===== config.mk =====
export PLATFORM = sky130hd
export DESIGN_NAME = k_sigma_outlier_frame_flagger_top
export DESIGN_NICKNAME = d
export VERILOG_FILES = /design/src/design/ksof_pkg.sv /design/src/design/k_sigma_outlier_frame_flagger_top.sv /design/src/design/ksof_fifo.sv /design/src/design/ksof_mul.sv /design/src/design/ksof_front.sv /design/src/design/ksof_back.sv
export SDC_FILE = /design/constraint.sdc
export NUM_CORES = 2
export LEC_CHECK = 0
export BUFFER_PORTS_ARGS = -buffer_cell sky130_fd_sc_hd__buf_2
export CORE_ASPECT_RATIO = 2
export CORE_MARGIN = 1.5
export CORE_UTILIZATION = 64
export CTS_CLUSTER_DIAMETER = 100
export CTS_CLUSTER_SIZE = 40
export DETAILED_ROUTE_END_ITERATION = 16
export PLACE_DENSITY = 0.88
export SYNTH_ARGS = -nofsm -noshare
export SYNTH_HDL_FRONTEND = slang
export SYNTH_SLANG_ARGS = --single-unit
export TNS_END_PERCENT = 100

===== constraint.sdc =====
create_clock -name clk -period 9.4 [get_ports clk]
set_input_delay 1.88 -clock clk [delete_from_list [all_inputs] [get_ports clk]]
set_output_delay 1.88 -clock clk [all_outputs]
set_load 0.005 [all_outputs]

===== src/design/ksof_pkg.sv =====
package ksof_pkg;

  // Field widths fixed by the interface.
  localparam int VALUE_W = 17;
  localparam int THR_W = 8;
  localparam int K2_W = 2 * THR_W;
  localparam int IDX_W = 6;

  // Threshold of 3.0 sigma, in units of 1/16 sigma.
  localparam logic [THR_W-1:0] THR_RESET = 8'd48;

  // At most this many results are produced for one run.
  localparam int RESULT_CAP = 64;

  localparam int MAX_FRAMES_DEFAULT = 64;

  // Depths of the run queue and of the result queue.
  localparam int RUN_Q_DEPTH = 2;
  localparam int RES_Q_DEPTH = 4;

  typedef struct packed {
    logic [IDX_W-1:0] frame_index;
    logic             entry_valid;
    logic             list_end;
    logic             overflow;
  } result_t;

endpackage


===== src/design/k_sigma_outlier_frame_flagger_top.sv =====
// Flags outlier frames of a run: each frame median is stored and summed, and
// the frame marked last closes the run and starts an exact integer test of
// every stored frame against mean +/- k*sigma (k = thresh_k/16). A frame
// is first captured in a register, then written to the store and put
// through the 17x17 square-and-accumulate; the input reports full in
// between, so no new frame is taken before the last one is stored. After
// the last frame the input reports full until the run is evaluated. The
// evaluation runs on one bit-serial multiplier: three products for the
// threshold term, then one square per stored frame. Flagged indices come
// out oldest first through a four-entry result queue, the last one marked
// by list_end; a run without outliers gives one result with entry_valid
// low. Frames past MAX_FRAMES are dropped and set overflow.
module k_sigma_outlier_frame_flagger_top #(
  parameter int MAX_FRAMES = ksof_pkg::MAX_FRAMES_DEFAULT
) (
  input  logic                         clk,
  input  logic                         rst,
  input  logic                         push,
  output logic                         full,
  input  logic [ksof_pkg::VALUE_W-1:0] median_value,
  input  logic                         last_frame,
  output logic                         empty,
  input  logic                         pop,
  output logic [ksof_pkg::IDX_W-1:0]   frame_index,
  output logic                         entry_valid,
  output logic                         list_end,
  output logic                         overflow,
  input  logic                         cfg_valid,
  output logic                         cfg_ready,
  input  logic [ksof_pkg::THR_W-1:0]   cfg_data
);
  import ksof_pkg::*;

  localparam int CW = $clog2(MAX_FRAMES + 1);
  localparam int AW = $clog2(MAX_FRAMES);
  localparam int SW = VALUE_W + CW;
  localparam int QW = 2 * VALUE_W + CW;
  localparam int DW = CW + SW + QW + 1;
  localparam int RW = $bits(result_t);

  logic [THR_W-1:0]   thresh_k;
  logic               hold;
  logic               desc_push;
  logic [CW-1:0]      f_n;
  logic [SW-1:0]      f_sum;
  logic [QW-1:0]      f_sq;
  logic               f_drop;
  logic               desc_full;
  logic               desc_empty;
  logic               desc_pop;
  logic [DW-1:0]      desc_q;
  logic [AW-1:0]      rd_addr;
  logic [VALUE_W-1:0] rd_data;
  logic               res_push;
  result_t            res;
  logic               res_full;
  logic [RW-1:0]      res_q;
  result_t            res_out;
  logic               back_busy;

  assign cfg_ready = 1'b1;

  always_ff @(posedge clk) begin
    if (rst) begin
      thresh_k <= THR_RESET;
    end else if (cfg_valid && cfg_ready) begin
      thresh_k <= cfg_data;
    end
  end

  ksof_front #(
    .MAX_FRAMES(MAX_FRAMES),
    .CW(CW),
    .AW(AW),
    .SW(SW),
    .QW(QW)
  ) u_front (
    .clk         (clk),
    .rst         (rst),
    .push        (push),
    .median_value(median_value),
    .last_frame  (last_frame),
    .full        (full),
    .hold        (hold),
    .desc_push   (desc_push),
    .desc_n      (f_n),
    .desc_sum    (f_sum),
    .desc_sq     (f_sq),
    .desc_drop   (f_drop),
    .desc_full   (desc_full),
    .rd_addr     (rd_addr),
    .rd_data     (rd_data)
  );

  ksof_fifo #(
    .WIDTH(DW),
    .DEPTH(RUN_Q_DEPTH)
  ) u_run_q (
    .clk  (clk),
    .rst  (rst),
    .push (desc_push),
    .din  ({f_n, f_sum, f_sq, f_drop}),
    .full (desc_full),
    .pop  (desc_pop),
    .dout (desc_q),
    .empty(desc_empty)
  );

  // The store belongs to the run under evaluation until the back end is done.
  assign hold = !desc_empty || back_busy;

  ksof_back #(
    .MAX_FRAMES(MAX_FRAMES),
    .CW(CW),
    .AW(AW),
    .SW(SW),
    .QW(QW)
  ) u_back (
    .clk       (clk),
    .rst       (rst),
    .thresh_k  (thresh_k),
    .desc_empty(desc_empty),
    .desc_pop  (desc_pop),
    .desc_n    (desc_q[DW-1 -: CW]),
    .desc_sum  (desc_q[SW+QW : QW+1]),
    .desc_sq   (desc_q[QW : 1]),
    .desc_drop (desc_q[0]),
    .rd_addr   (rd_addr),
    .rd_data   (rd_data),
    .busy      (back_busy),
    .res_push  (res_push),
    .res       (res),
    .res_full  (res_full)
  );

  ksof_fifo #(
    .WIDTH(RW),
    .DEPTH(RES_Q_DEPTH)
  ) u_res_q (
    .clk  (clk),
    .rst  (rst),
    .push (res_push),
    .din  (res),
    .full (res_full),
    .pop  (pop),
    .dout (res_q),
    .empty(empty)
  );

  assign res_out     = res_q;
  assign frame_index = res_out.frame_index;
  assign entry_valid = res_out.entry_valid;
  assign list_end    = res_out.list_end;
  assign overflow    = res_out.overflow;

endmodule


===== src/design/ksof_fifo.sv =====
module ksof_fifo #(
  parameter int WIDTH = 8,
  parameter int DEPTH = 2
) (
  input  logic             clk,
  input  logic             rst,
  input  logic             push,
  input  logic [WIDTH-1:0] din,
  output logic             full,
  input  logic             pop,
  output logic [WIDTH-1:0] dout,
  output logic             empty
);
  localparam int PTR_W = (DEPTH > 1) ? $clog2(DEPTH) : 1;
  localparam int CNT_W = $clog2(DEPTH + 1);

  logic [WIDTH-1:0] mem [DEPTH];
  logic [PTR_W-1:0] wr_ptr;
  logic [PTR_W-1:0] rd_ptr;
  logic [CNT_W-1:0] count;
  logic             do_push;
  logic             do_pop;

  assign full    = (count == CNT_W'(DEPTH));
  assign empty   = (count == '0);
  assign do_push = push && !full;
  assign do_pop  = pop && !empty;
  assign dout    = mem[rd_ptr];

  always_ff @(posedge clk) begin
    if (rst) begin
      wr_ptr <= '0;
      rd_ptr <= '0;
      count  <= '0;
    end else begin
      if (do_push) begin
        wr_ptr <= (wr_ptr == PTR_W'(DEPTH - 1)) ? '0 : wr_ptr + 1'b1;
      end
      if (do_pop) begin
        rd_ptr <= (rd_ptr == PTR_W'(DEPTH - 1)) ? '0 : rd_ptr + 1'b1;
      end
      if (do_push && !do_pop) begin
        count <= count + 1'b1;
      end else if (do_pop && !do_push) begin
        count <= count - 1'b1;
      end
    end
  end

  always_ff @(posedge clk) begin
    if (do_push) begin
      mem[wr_ptr] <= din;
    end
  end

  // The fill count must never exceed the depth.
  a_count_bound: assert property (@(posedge clk) disable iff (rst)
    count <= CNT_W'(DEPTH))
    else $error("queue fill count beyond depth");

endmodule


===== src/design/ksof_mul.sv =====
module ksof_mul #(
  parameter int A_W = 8,
  parameter int B_W = 8
) (
  input  logic               clk,
  input  logic               rst,
  input  logic               start,
  input  logic [A_W-1:0]     a,
  input  logic [B_W-1:0]     b,
  output logic               busy,
  output logic               done,
  output logic [A_W+B_W-1:0] prod
);
  localparam int P_W = A_W + B_W;
  localparam int CNT_W = (B_W > 1) ? $clog2(B_W) : 1;

  logic [P_W-1:0]   ma;
  logic [B_W-1:0]   mb;
  logic [CNT_W-1:0] cnt;
  logic             load;

  assign load = start && !busy;

  // One multiplier bit per cycle, least significant first.
  always_ff @(posedge clk) begin
    if (rst) begin
      busy <= 1'b0;
      done <= 1'b0;
      cnt  <= '0;
    end else begin
      done <= 1'b0;
      if (load) begin
        busy <= 1'b1;
        cnt  <= '0;
      end else if (busy) begin
        cnt <= cnt + 1'b1;
        if (cnt == CNT_W'(B_W - 1)) begin
          busy <= 1'b0;
          done <= 1'b1;
        end
      end
    end
  end

  always_ff @(posedge clk) begin
    if (load) begin
      ma   <= P_W'(a);
      mb   <= b;
      prod <= '0;
    end else if (busy) begin
      if (mb[0]) begin
        prod <= prod + ma;
      end
      ma <= ma << 1;
      mb <= mb >> 1;
    end
  end

endmodule


===== src/design/ksof_front.sv =====
module ksof_front #(
  parameter int MAX_FRAMES = ksof_pkg::MAX_FRAMES_DEFAULT,
  parameter int CW = $clog2(MAX_FRAMES + 1),
  parameter int AW = $clog2(MAX_FRAMES),
  parameter int SW = ksof_pkg::VALUE_W + CW,
  parameter int QW = 2 * ksof_pkg::VALUE_W + CW
) (
  input  logic                        clk,
  input  logic                        rst,
  input  logic                        push,
  input  logic [ksof_pkg::VALUE_W-1:0] median_value,
  input  logic                        last_frame,
  output logic                        full,
  input  logic                        hold,
  output logic                        desc_push,
  output logic [CW-1:0]               desc_n,
  output logic [SW-1:0]               desc_sum,
  output logic [QW-1:0]               desc_sq,
  output logic                        desc_drop,
  input  logic                        desc_full,
  input  logic [AW-1:0]               rd_addr,
  output logic [ksof_pkg::VALUE_W-1:0] rd_data
);
  import ksof_pkg::*;

  localparam int SQ_W = 2 * VALUE_W;

  logic [VALUE_W-1:0] store [MAX_FRAMES];
  logic [VALUE_W-1:0] pv;
  logic               plast;
  logic               pvalid;
  logic [CW-1:0]      count;
  logic [SW-1:0]      sum;
  logic [QW-1:0]      sq;
  logic               drop;
  logic               has_room;
  logic               stored;
  logic [SQ_W-1:0]    sq_term;
  logic [CW-1:0]      count_next;
  logic [SW-1:0]      sum_next;
  logic [QW-1:0]      sq_next;
  logic               drop_next;

  assign full     = pvalid || hold;
  assign has_room = (count < CW'(MAX_FRAMES));
  assign stored   = pvalid && has_room;
  assign sq_term  = SQ_W'(pv) * SQ_W'(pv);

  always_comb begin
    count_next = count;
    sum_next   = sum;
    sq_next    = sq;
    drop_next  = drop;
    if (stored) begin
      count_next = count + 1'b1;
      sum_next   = sum + SW'(pv);
      sq_next    = sq + QW'(sq_term);
    end else if (pvalid) begin
      drop_next = 1'b1;
    end
  end

  // The last frame hands the finished totals of the run to the back end.
  assign desc_push = pvalid && plast;
  assign desc_n    = count_next;
  assign desc_sum  = sum_next;
  assign desc_sq   = sq_next;
  assign desc_drop = drop_next;

  always_ff @(posedge clk) begin
    if (rst) begin
      pvalid <= 1'b0;
      count  <= '0;
      sum    <= '0;
      sq     <= '0;
      drop   <= 1'b0;
    end else begin
      pvalid <= push && !full;
      if (pvalid) begin
        if (plast) begin
          count <= '0;
          sum   <= '0;
          sq    <= '0;
          drop  <= 1'b0;
        end else begin
          count <= count_next;
          sum   <= sum_next;
          sq    <= sq_next;
          drop  <= drop_next;
        end
      end
    end
  end

  always_ff @(posedge clk) begin
    if (push && !full) begin
      pv    <= median_value;
      plast <= last_frame;
    end
    if (stored) begin
      store[count[AW-1:0]] <= pv;
    end
    rd_data <= store[rd_addr];
  end

  // Input is held off while a run waits, so the run queue always has room.
  a_desc_room: assert property (@(posedge clk) disable iff (rst)
    desc_push |-> !desc_full)
    else $error("run request pushed into a full queue");

endmodule


===== src/design/ksof_back.sv =====
module ksof_back #(
  parameter int MAX_FRAMES = ksof_pkg::MAX_FRAMES_DEFAULT,
  parameter int CW = $clog2(MAX_FRAMES + 1),
  parameter int AW = $clog2(MAX_FRAMES),
  parameter int SW = ksof_pkg::VALUE_W + CW,
  parameter int QW = 2 * ksof_pkg::VALUE_W + CW
) (
  input  logic                        clk,
  input  logic                        rst,
  input  logic [ksof_pkg::THR_W-1:0]   thresh_k,
  input  logic                        desc_empty,
  output logic                        desc_pop,
  input  logic [CW-1:0]               desc_n,
  input  logic [SW-1:0]               desc_sum,
  input  logic [QW-1:0]               desc_sq,
  input  logic                        desc_drop,
  output logic [AW-1:0]               rd_addr,
  input  logic [ksof_pkg::VALUE_W-1:0] rd_data,
  output logic                        busy,
  output logic                        res_push,
  output ksof_pkg::result_t           res,
  input  logic                        res_full
);
  import ksof_pkg::*;

  localparam int MA = QW + CW;
  localparam int MB = SW;
  localparam int PW = MA + MB;

  localparam logic [3:0] S_IDLE  = 4'd0;
  localparam logic [3:0] S_NQ    = 4'd1;
  localparam logic [3:0] S_NQ_W  = 4'd2;
  localparam logic [3:0] S_SS_W  = 4'd3;
  localparam logic [3:0] S_RHS_W = 4'd4;
  localparam logic [3:0] S_RD    = 4'd5;
  localparam logic [3:0] S_NV    = 4'd6;
  localparam logic [3:0] S_D     = 4'd7;
  localparam logic [3:0] S_D2_W  = 4'd8;
  localparam logic [3:0] S_EVAL  = 4'd9;
  localparam logic [3:0] S_FIN   = 4'd10;

  logic [3:0]       state;
  logic [3:0]       state_next;
  logic [CW-1:0]    n;
  logic [SW-1:0]    sum;
  logic [QW-1:0]    sq;
  logic             drop;
  logic [K2_W-1:0]  k2;
  logic [MA-1:0]    nq;
  logic [PW-1:0]    rhs;
  logic [AW-1:0]    idx;
  logic [SW-1:0]    nv;
  logic             flag;
  logic             held_valid;
  logic [IDX_W-1:0] held_idx;
  logic [IDX_W-1:0] found;

  logic             mul_start;
  logic [MA-1:0]    mul_a;
  logic [MB-1:0]    mul_b;
  logic             mul_busy;
  logic             mul_done;
  logic [PW-1:0]    prod;

  logic [MA-1:0]    var_w;
  logic [SW-1:0]    d_w;
  logic             last_idx;
  logic             cap;
  logic             advance;

  ksof_mul #(
    .A_W(MA),
    .B_W(MB)
  ) u_mul (
    .clk  (clk),
    .rst  (rst),
    .start(mul_start),
    .a    (mul_a),
    .b    (mul_b),
    .busy (mul_busy),
    .done (mul_done),
    .prod (prod)
  );

  assign busy    = (state != S_IDLE);
  assign rd_addr = idx;

  // n*Q - S^2 is never negative, so the difference fits without a sign.
  assign var_w    = nq - prod[MA-1:0];
  assign d_w      = (nv >= sum) ? nv - sum : sum - nv;
  assign last_idx = (CW'(idx) == n - CW'(1));
  assign cap      = flag && (found == IDX_W'(RESULT_CAP - 1));
  assign advance  = !flag || !held_valid || !res_full;

  always_comb begin
    state_next = state;
    desc_pop   = 1'b0;
    mul_start  = 1'b0;
    mul_a      = '0;
    mul_b      = '0;
    res_push   = 1'b0;
    res        = '0;
    res.overflow = drop;
    case (state)
      S_IDLE: begin
        if (!desc_empty) begin
          desc_pop   = 1'b1;
          state_next = S_NQ;
        end
      end
      S_NQ: begin
        mul_start  = 1'b1;
        mul_a      = MA'(sq);
        mul_b      = MB'(n);
        state_next = S_NQ_W;
      end
      S_NQ_W: begin
        if (mul_done) begin
          mul_start  = 1'b1;
          mul_a      = MA'(sum);
          mul_b      = sum;
          state_next = S_SS_W;
        end
      end
      S_SS_W: begin
        if (mul_done) begin
          mul_start  = 1'b1;
          mul_a      = var_w;
          mul_b      = MB'(k2);
          state_next = S_RHS_W;
        end
      end
      S_RHS_W: begin
        if (mul_done) begin
          state_next = S_RD;
        end
      end
      S_RD: begin
        state_next = S_NV;
      end
      S_NV: begin
        state_next = S_D;
      end
      S_D: begin
        mul_start  = 1'b1;
        mul_a      = MA'(d_w);
        mul_b      = d_w;
        state_next = S_D2_W;
      end
      S_D2_W: begin
        if (mul_done) begin
          state_next = S_EVAL;
        end
      end
      S_EVAL: begin
        // A flagged frame is held back one step, so that the last one can
        // carry the end-of-list mark.
        if (advance) begin
          res_push        = flag && held_valid;
          res.frame_index = held_idx;
          res.entry_valid = 1'b1;
          state_next      = (last_idx || cap) ? S_FIN : S_RD;
        end
      end
      S_FIN: begin
        if (!res_full) begin
          res_push        = 1'b1;
          res.frame_index = held_valid ? held_idx : '0;
          res.entry_valid = held_valid;
          res.list_end    = 1'b1;
          state_next      = S_IDLE;
        end
      end
      default: begin
        state_next = S_IDLE;
      end
    endcase
  end

  always_ff @(posedge clk) begin
    if (rst) begin
      state      <= S_IDLE;
      held_valid <= 1'b0;
      found      <= '0;
    end else begin
      state <= state_next;
      if (state == S_EVAL && advance && flag) begin
        held_valid <= 1'b1;
        found      <= found + 1'b1;
      end
      if (state == S_FIN && !res_full) begin
        held_valid <= 1'b0;
        found      <= '0;
      end
    end
  end

  always_ff @(posedge clk) begin
    if (desc_pop) begin
      n    <= desc_n;
      sum  <= desc_sum;
      sq   <= desc_sq;
      drop <= desc_drop;
      k2   <= K2_W'(thresh_k) * K2_W'(thresh_k);
    end
    if (state == S_NQ_W && mul_done) begin
      nq <= prod[MA-1:0];
    end
    if (state == S_RHS_W && mul_done) begin
      rhs <= prod;
      idx <= '0;
    end
    if (state == S_NV) begin
      nv <= SW'(n) * SW'(rd_data);
    end
    if (state == S_D2_W && mul_done) begin
      flag <= ({prod, 8'b0} > {8'b0, rhs});
    end
    if (state == S_EVAL && advance) begin
      if (flag) begin
        held_idx <= IDX_W'(idx);
      end
      idx <= idx + 1'b1;
    end
  end

  a_mul_free: assert property (@(posedge clk) disable iff (rst)
    mul_start |-> !mul_busy)
    else $error("multiplier started while busy");

  a_res_room: assert property (@(posedge clk) disable iff (rst)
    res_push |-> !res_full)
    else $error("result pushed into a full queue");

  a_pop_idle: assert property (@(posedge clk) disable iff (rst)
    desc_pop |=> busy)
    else $error("run taken without starting evaluation");

endmodule

* After elaboration in Yosys (flattened, before gate mapping) *
Memories as Yosys holds them, arrays and structs flattened. A register that Yosys moved wholly into a read port is not among the register bits.
Index checks and enable logic that the tools add are counted.

operators by class
  multiply operators = 3
  equal/unequal tests = 24
  bitwise operators = 1
  reductions and logical operators = 53
  muxes and demuxes = 63
  $lt $le $gt $ge = 3
  add/sub/neg operators = 19

operators with widths
  kind                  count
  $pmux W48 S4          1
  $mux W24              7
  $mux W48              3
  $pmux W24 S4          1
  $mux W41              2
  $gt A80 B72 Y1        1
  $add A72 B72 Y72      1
  $sub A24 B24 Y24      2
  $sub A48 B48 Y48      1
  $pmux W4 S11          1
  $add A41 B34 Y41      1
  $mul A17 B17 Y34      1
  $mux W4               8
  $add A24 B17 Y24      1
  $ge A24 B24 Y1        1
  $mul A7 B17 Y24       1
  $mux W1               21
  $mux W7               3
  $logic_and A1 B1 Y1   20
  $mux W6               3
  $eq A4 B3 Y1 const B  4
  $mul A8 B8 Y16        1
  $mux W16              1
  $pmux W7 S2           1
  other kinds (36)      79

storage, ports and cells
  memories kept = 3
  logic and storage cells = 200
  memory bits (writable) = 1270
  output and inout port bits = 12
  register bits after elaboration = 470
  bits of input ports = 31

memory list
  name           words  bits a word  rd ports  clocked after memory_dff  wr ports  RTL line          source
  u_front.store  64     17           1         1                         1         ksof_front.sv:28  logic [VALUE_W-1:0] store [MAX_FRAMES];
  u_run_q.mem    2      73           1         1                         1         ksof_fifo.sv:17   logic [WIDTH-1:0] mem [DEPTH];
  u_res_q.mem    4      9            1         1                         1         ksof_fifo.sv:17

* Depth between registers and ports, before layout *
  depth in word-level cells = 10
  mapped depth = 26
  mapped depth without buffers = 25

* Modules after synthesis *
From an unflattened synthesis, not the netlist that was laid out.

unflattened totals
  cell total of the unflattened synthesis = 7256
  area total of the unflattened synthesis = 96123.4 um^2

modules (own cells, without submodules)
  module                             area an instance (um^2)  cells each  times used
  ksof_front                         55967.4                  3302        1
  ksof_back                          21637.0                  2223        1
  ksof_mul                           10915.5                  1353        1
  ksof_fifo (u_run_q)                5481.5                   252         1
  ksof_fifo (u_res_q)                1811.7                   97          1
  k_sigma_outlier_frame_flagger_top  310.3                    29          1

* Least setup slack after synthesis *
Ideal clock, no wire load.

  path type = register to register
  start = register u_front.pv[5]
  end = memory u_run_q.mem[0][36] (netlist name), data pin
  stages on the path, launching flop included = 26
  setup slack = 1.679 ns
  arrival time = 7.444 ns
  period minus slack after synthesis = 7.721 ns
  path through = edfxtp_1 > clkbuf_1 > clkbuf_1 > nand2_1 > fa_1 > inv_1 > fa_1 > inv_1 > fa_1 > inv_1 > fa_1 > fa_1 > inv_1 > fa_1 > inv_1 > ha_1 > a21o_1 > a21o_1 > a21oi_1 > o211ai_1 > or4_1 > a31o_2 > a31oi_1 > o21ai_0 > xnor2_1 > o21ai_0

between the ends
  longest elaborated chain between the ends = 3

ends and longest elaborated chain
  item                    RTL line                                 source
  from (decl)             ksof_front.sv:29                         logic [VALUE_W-1:0] pv;
  from (signal assigned)  ksof_front.sv:97                         pv <= median_value;
  $mul A17 B17 Y34        ksof_front.sv:47                         assign sq_term = SQ_W'(pv) * SQ_W'(pv);
  $add A41 B34 Y41        ksof_front.sv:57                         sq_next = sq + QW'(sq_term);
  $mux W41                ksof_front.sv:54                         if (stored) begin
  via f_sq[35]            k_sigma_outlier_frame_flagger_top.sv:46  logic [QW-1:0] f_sq;
  to (decl)               ksof_fifo.sv:17

The timed path passes the listed nets, and every way through them passes these cells.

* Final worst setup path *
  start = register u_front.pv[16]
  end = memory u_run_q.mem[1][36] (netlist name), data pin

The elaborated chain is that of the path after synthesis.

==> impl_summary.txt <==
----------------------------------------------------
[Run status]
  Run status ... finished with violations
  Failing checks ... capacitance limit, slew limit

[Route]
  Routed wire length per instance ... just under 30 µm
  Number of design-rule violations left by the first detailed-router iteration ... approximately 6k
  Detailed-route vias per instance ... 6.68
  Number of nets still failing antenna checks after routing ... 0
  Count of vias placed by the detailed router ... roughly 60k
  First-pass iteration count of the detailed router ... 6
  Residual DRC count ... 0
  Wire length reported by the detailed router ... 264,000 µm

[Final layout]
  Proportion of layout cells with a drive suffix above 1 ... 0.108
  Non-Filler Instances ... 9,009
  Area Overhead vs Synth ... 4.64%
  Nets ... roughly 8k

[Yosys]
  Fraction of registers with async set/reset ... 0
  Share of synthesized area occupied by flip-flops and latches ... 0.553
  Dominant cells by area after synthesis ... edfxtp_1 51%, mux4_2 8.7%, fa_1 7.0%, ha_1 5.8%, dfxtp_1 4.7%
  Number of enable flip-flop cells after synthesis ... ~1.6k
  Number of different library cells in the post-synthesis netlist ... 95
  Combined area of all synthesized cells ... between 90,000 and 100,000 µm²
  Dominant cell type by area after synthesis ... edfxtp_1
  Gate count of the mapped netlist ... between 7k and 8k
  Top_reg_cell synth ... edfxtp_1
  Flops & latches, synth ... between 1.5k and 2k
  Mean Syn Cell Area ... ~13 µm²
  Total of warnings raised by yosys ... 0
  Post-synthesis net count ... roughly 7.9k
  Post-synth top area share ... 0.506

[Global route]
  Largest net degree at the start of global routing ... ~130
  Global-route usage over all layers ... 0.356
  Total overflow reported by the global router ... 0
  Number of global-route vias before repair ... between 60k and 70k
  First-pass GRT wire length ... a little under 400,000 µm
  Number of antenna violations at the first check in global routing ... 25

[Die]
  Boundary Pins ... 43
  Width of the die ... about 280 µm
  Number of core rows ... 200
  DIE HEIGHT ... approximately 550 µm
  Core box area ... roughly 150,000 µm²
  Area of the die ... 151,000 µm²
  Effective utilization at floorplan ... 0.643

[Clock tree]
  Number of clock buffers inserted by TritonCTS ... 54
  Hold bufs inserted after CTS ... 0
  Worst-skew pair later-pin latency ... ~790 ps
  CTS Sinks ... around 1.8k
  Total of cells resized after clock tree synthesis ... 0
  Number of setup buffers added after CTS ... 0
  CTS root buffer ... clkbuf_16
  CTS tree ... yes
  Max Root-Sink Buffers ... 3
  Clock transition at path regs ... 140 ps
  H-tree level count ... 2

[Timing]
  Post-Route Skew ... between 70 and 80 ps
  Period minus WS final ... 7910 ps
  Max-slew violation count ... 1
  Setup total negative slack ... 0 ps
  Final setup fails ... 0
  WHS ... around 470 ps
  Final worst slack ... 1490 ps
  Achievable frequency ... 126 MHz
  Count of endpoints failing hold in the final timing report ... 0
  Unrepaired setup endpoints after global routing ... no
  Remaining max-slew budget at the tightest pin ... -0.00620
  Final clock period utilization by the worst path ... 0.842
  Worst slew pin tran ... around 1500 ps

[Critical path]
  Most used cell along the critical path ... fa_1
  Cells along the critical path ... buf_4 -> and2_1 -> inv_1 -> fa_1 -> fa_1 -> fa_1 -> inv_1 -> fa_1 -> fa_1 -> inv_1 -> fa_1 -> inv_1 -> ha_1 -> a21o_1 -> a21o_1 -> or4_1 -> a31o_2 -> a31oi_1 -> o21ai_0 -> xnor2_1 -> o21ai_0
  Buf+Inv Stages, Crit Path ... 5
  Critical Path Max Stage Delay ... slightly above 1000 ps
  Number of cells on the critical path ... 21
  Crit path required time ... roughly 9900 ps
  Slowest cell on crit path ... edfxtp_1
  Register-to-Register Path Depth ... 21
  Critical-path maximum fanout ... 27
  Category of cells accounting for the largest share of critical-path delay ... adder cells
  Critical Path End Type ... flip-flop
  Critical Path Start Type ... flip-flop
  Crit path arrival time ... between 8000 and 9000 ps
  Critical Setup Path Class ... reg2reg

[Flow run]
  Number of maximum-capacitance violations ... 1

[Place]
  Number of input and output port buffers inserted ... 41
  Pre-CTS setup slack ... between 1500 and 2000 ps
  Number of placed instances, taps included ... just under 9k
  Post-detail-place hpwl ... around 190,000 µm
  Placer's final routability congestion estimate ... about 1.0

[Min path]
  Min-delay worst type ... reg2reg
  Cell depth of the worst min-delay path ... 0

----------------------------------------------------
## kinds of logic (layout without fill, tap and decap cells)
group | count (synthesis) | count (layout) | synth area share
buffers and inverters | 1043 | 1021 | 0.0414
DFF | 1831 | 1831 | 0.553
other | 1 | 27 | 0.0000394
adders and majority gates | 775 | 775 | 0.128
muxes | 477 | 477 | 0.0993
and+or+nand+nor | 1508 | 1508 | 0.0739
xor gates and xnor gates | 245 | 245 | 0.0225
AOI/OAI and AO/OA | 1206 | 1206 | 0.0816
## final cells by class
| class | count | area [µm²] |
|---|---|---|
| diodes | 26 | 65.1 |
| clock buffers | 83 | 1470 |
| clock inverters | 10 | 194 |
| fillers | 9905 | 48500 |
| inverters | 741 | 2780 |
| multi-input cells | 4212 | 38700 |
| flip-flops and latches | 1831 | 52700 |
| well taps | 1919 | 2400 |
| repair buffers | 187 | 1350 |
## synthesized netlist by cell type (14+ instances only)
cell / number
o21bai_1: 36
clkbuf_1: 252
and3_1: 46
dfxtp_1: 226
a31oi_1: 41
xor2_1: 104
nand2b_1: 42
nor2_1: 346
nand2_1: 562
nor4_1: 22
o21ai_0: 294
o22a_1: 16
nand3_1: 96
xnor2_1: 141
a211oi_1: 29
a21o_1: 132
or2_2: 14
fa_1: 332
and2_1: 130
ha_1: 443
mux4_2: 366
o211ai_1: 29
nor3_1: 72
mux2_2: 83
o31ai_1: 25
buf_1: 36
nand4_1: 65
a22o_1: 29
o21a_1: 25
inv_1: 740
or3_1: 28
edfxtp_1: 1605
a22oi_1: 64
a21boi_0: 17
mux2i_1: 28
a21oi_1: 317
nor2b_1: 40
a221oi_1: 24
## metrics by stage
step | utilization | area [µm²]
final | 0.673 | 99700
after global routing | 0.673 | 99700
after CTS | 0.672 | 99600
after detailed placement | 0.661 | 98000
after global placement | 0.661 | 98000
after floorplan | - | 95300
## routing by layer
metal,vias up,share of wire,track usage
met5,-,0.00042,0
met4,18,0.12,0.330
met3,1174,0.065,0.0530
met2,3297,0.52,0.631
met1,29973,0.30,0.351
li1,25708,-,-
## final timing paths
kind                                    from                           end  slack, ps
min reg2reg  u_back.rd_addr[3]$_SDFFCE_PN0P_  u_back.held_idx[3]$_DFFE_PP_        470
max                 u_front.pv[16]$_DFFE_PP_  u_run_q.mem[1][36]$_DFFE_PP_       1490
max reg2reg         u_front.pv[16]$_DFFE_PP_  u_run_q.mem[1][36]$_DFFE_PP_       1490
min          u_back.rd_addr[3]$_SDFFCE_PN0P_  u_back.held_idx[3]$_DFFE_PP_        470
## sequential cells by signal, indices dropped and copies added (netlist names), 8 cells and up, named ones only
name               cells
u_back.sum            24
u_front.sq            41
u_back.rhs            72
u_front.pv            17
thresh_k               8
u_front.rd_data       17
u_front.store       1088
u_back.u_mul.ma       72
u_res_q.mem           36
u_back.k2             15
u_back.u_mul.prod     72
u_back.nq             48
u_back.u_mul.mb       24
u_front.sum           24
u_back.nv             24
u_run_q.mem          146
u_back.sq             41
## cells in the final DEF (no fill, tap or decap), types with 21 or more instances in the layout
| master | instances |
|---|---|
| nor4_1 | 21 |
| and3_1 | 46 |
| xnor2_1 | 141 |
| clkbuf_1 | 28 |
| nor3_1 | 66 |
| mux2_2 | 83 |
| nand2b_1 | 41 |
| a221oi_1 | 24 |
| fa_1 | 332 |
| mux2i_1 | 28 |
| clkbuf_16 | 54 |
| dfxtp_1 | 225 |
| a31oi_1 | 41 |
| nor2b_1 | 38 |
| a21oi_1 | 317 |
| a22oi_1 | 64 |
| nand4_1 | 65 |
| buf_4 | 143 |
| inv_1 | 737 |
| mux4_2 | 366 |
| o21ai_0 | 291 |
| buf_2 | 40 |
| nor2_1 | 339 |
| or3_1 | 28 |
| o21bai_1 | 36 |
| nand3_1 | 96 |
| xor2_1 | 104 |
| o211ai_1 | 29 |
| ha_1 | 443 |
| o31ai_1 | 25 |
| nand2_1 | 560 |
| diode_2 | 26 |
| o21a_1 | 25 |
| and2_1 | 129 |
| edfxtp_1 | 1605 |
| a211oi_1 | 29 |
| a21o_1 | 132 |
| a22o_1 | 29 |
Power is not shown: default switching activity piles up to over one toggle a cycle in this logic, so the estimate is an artifact.
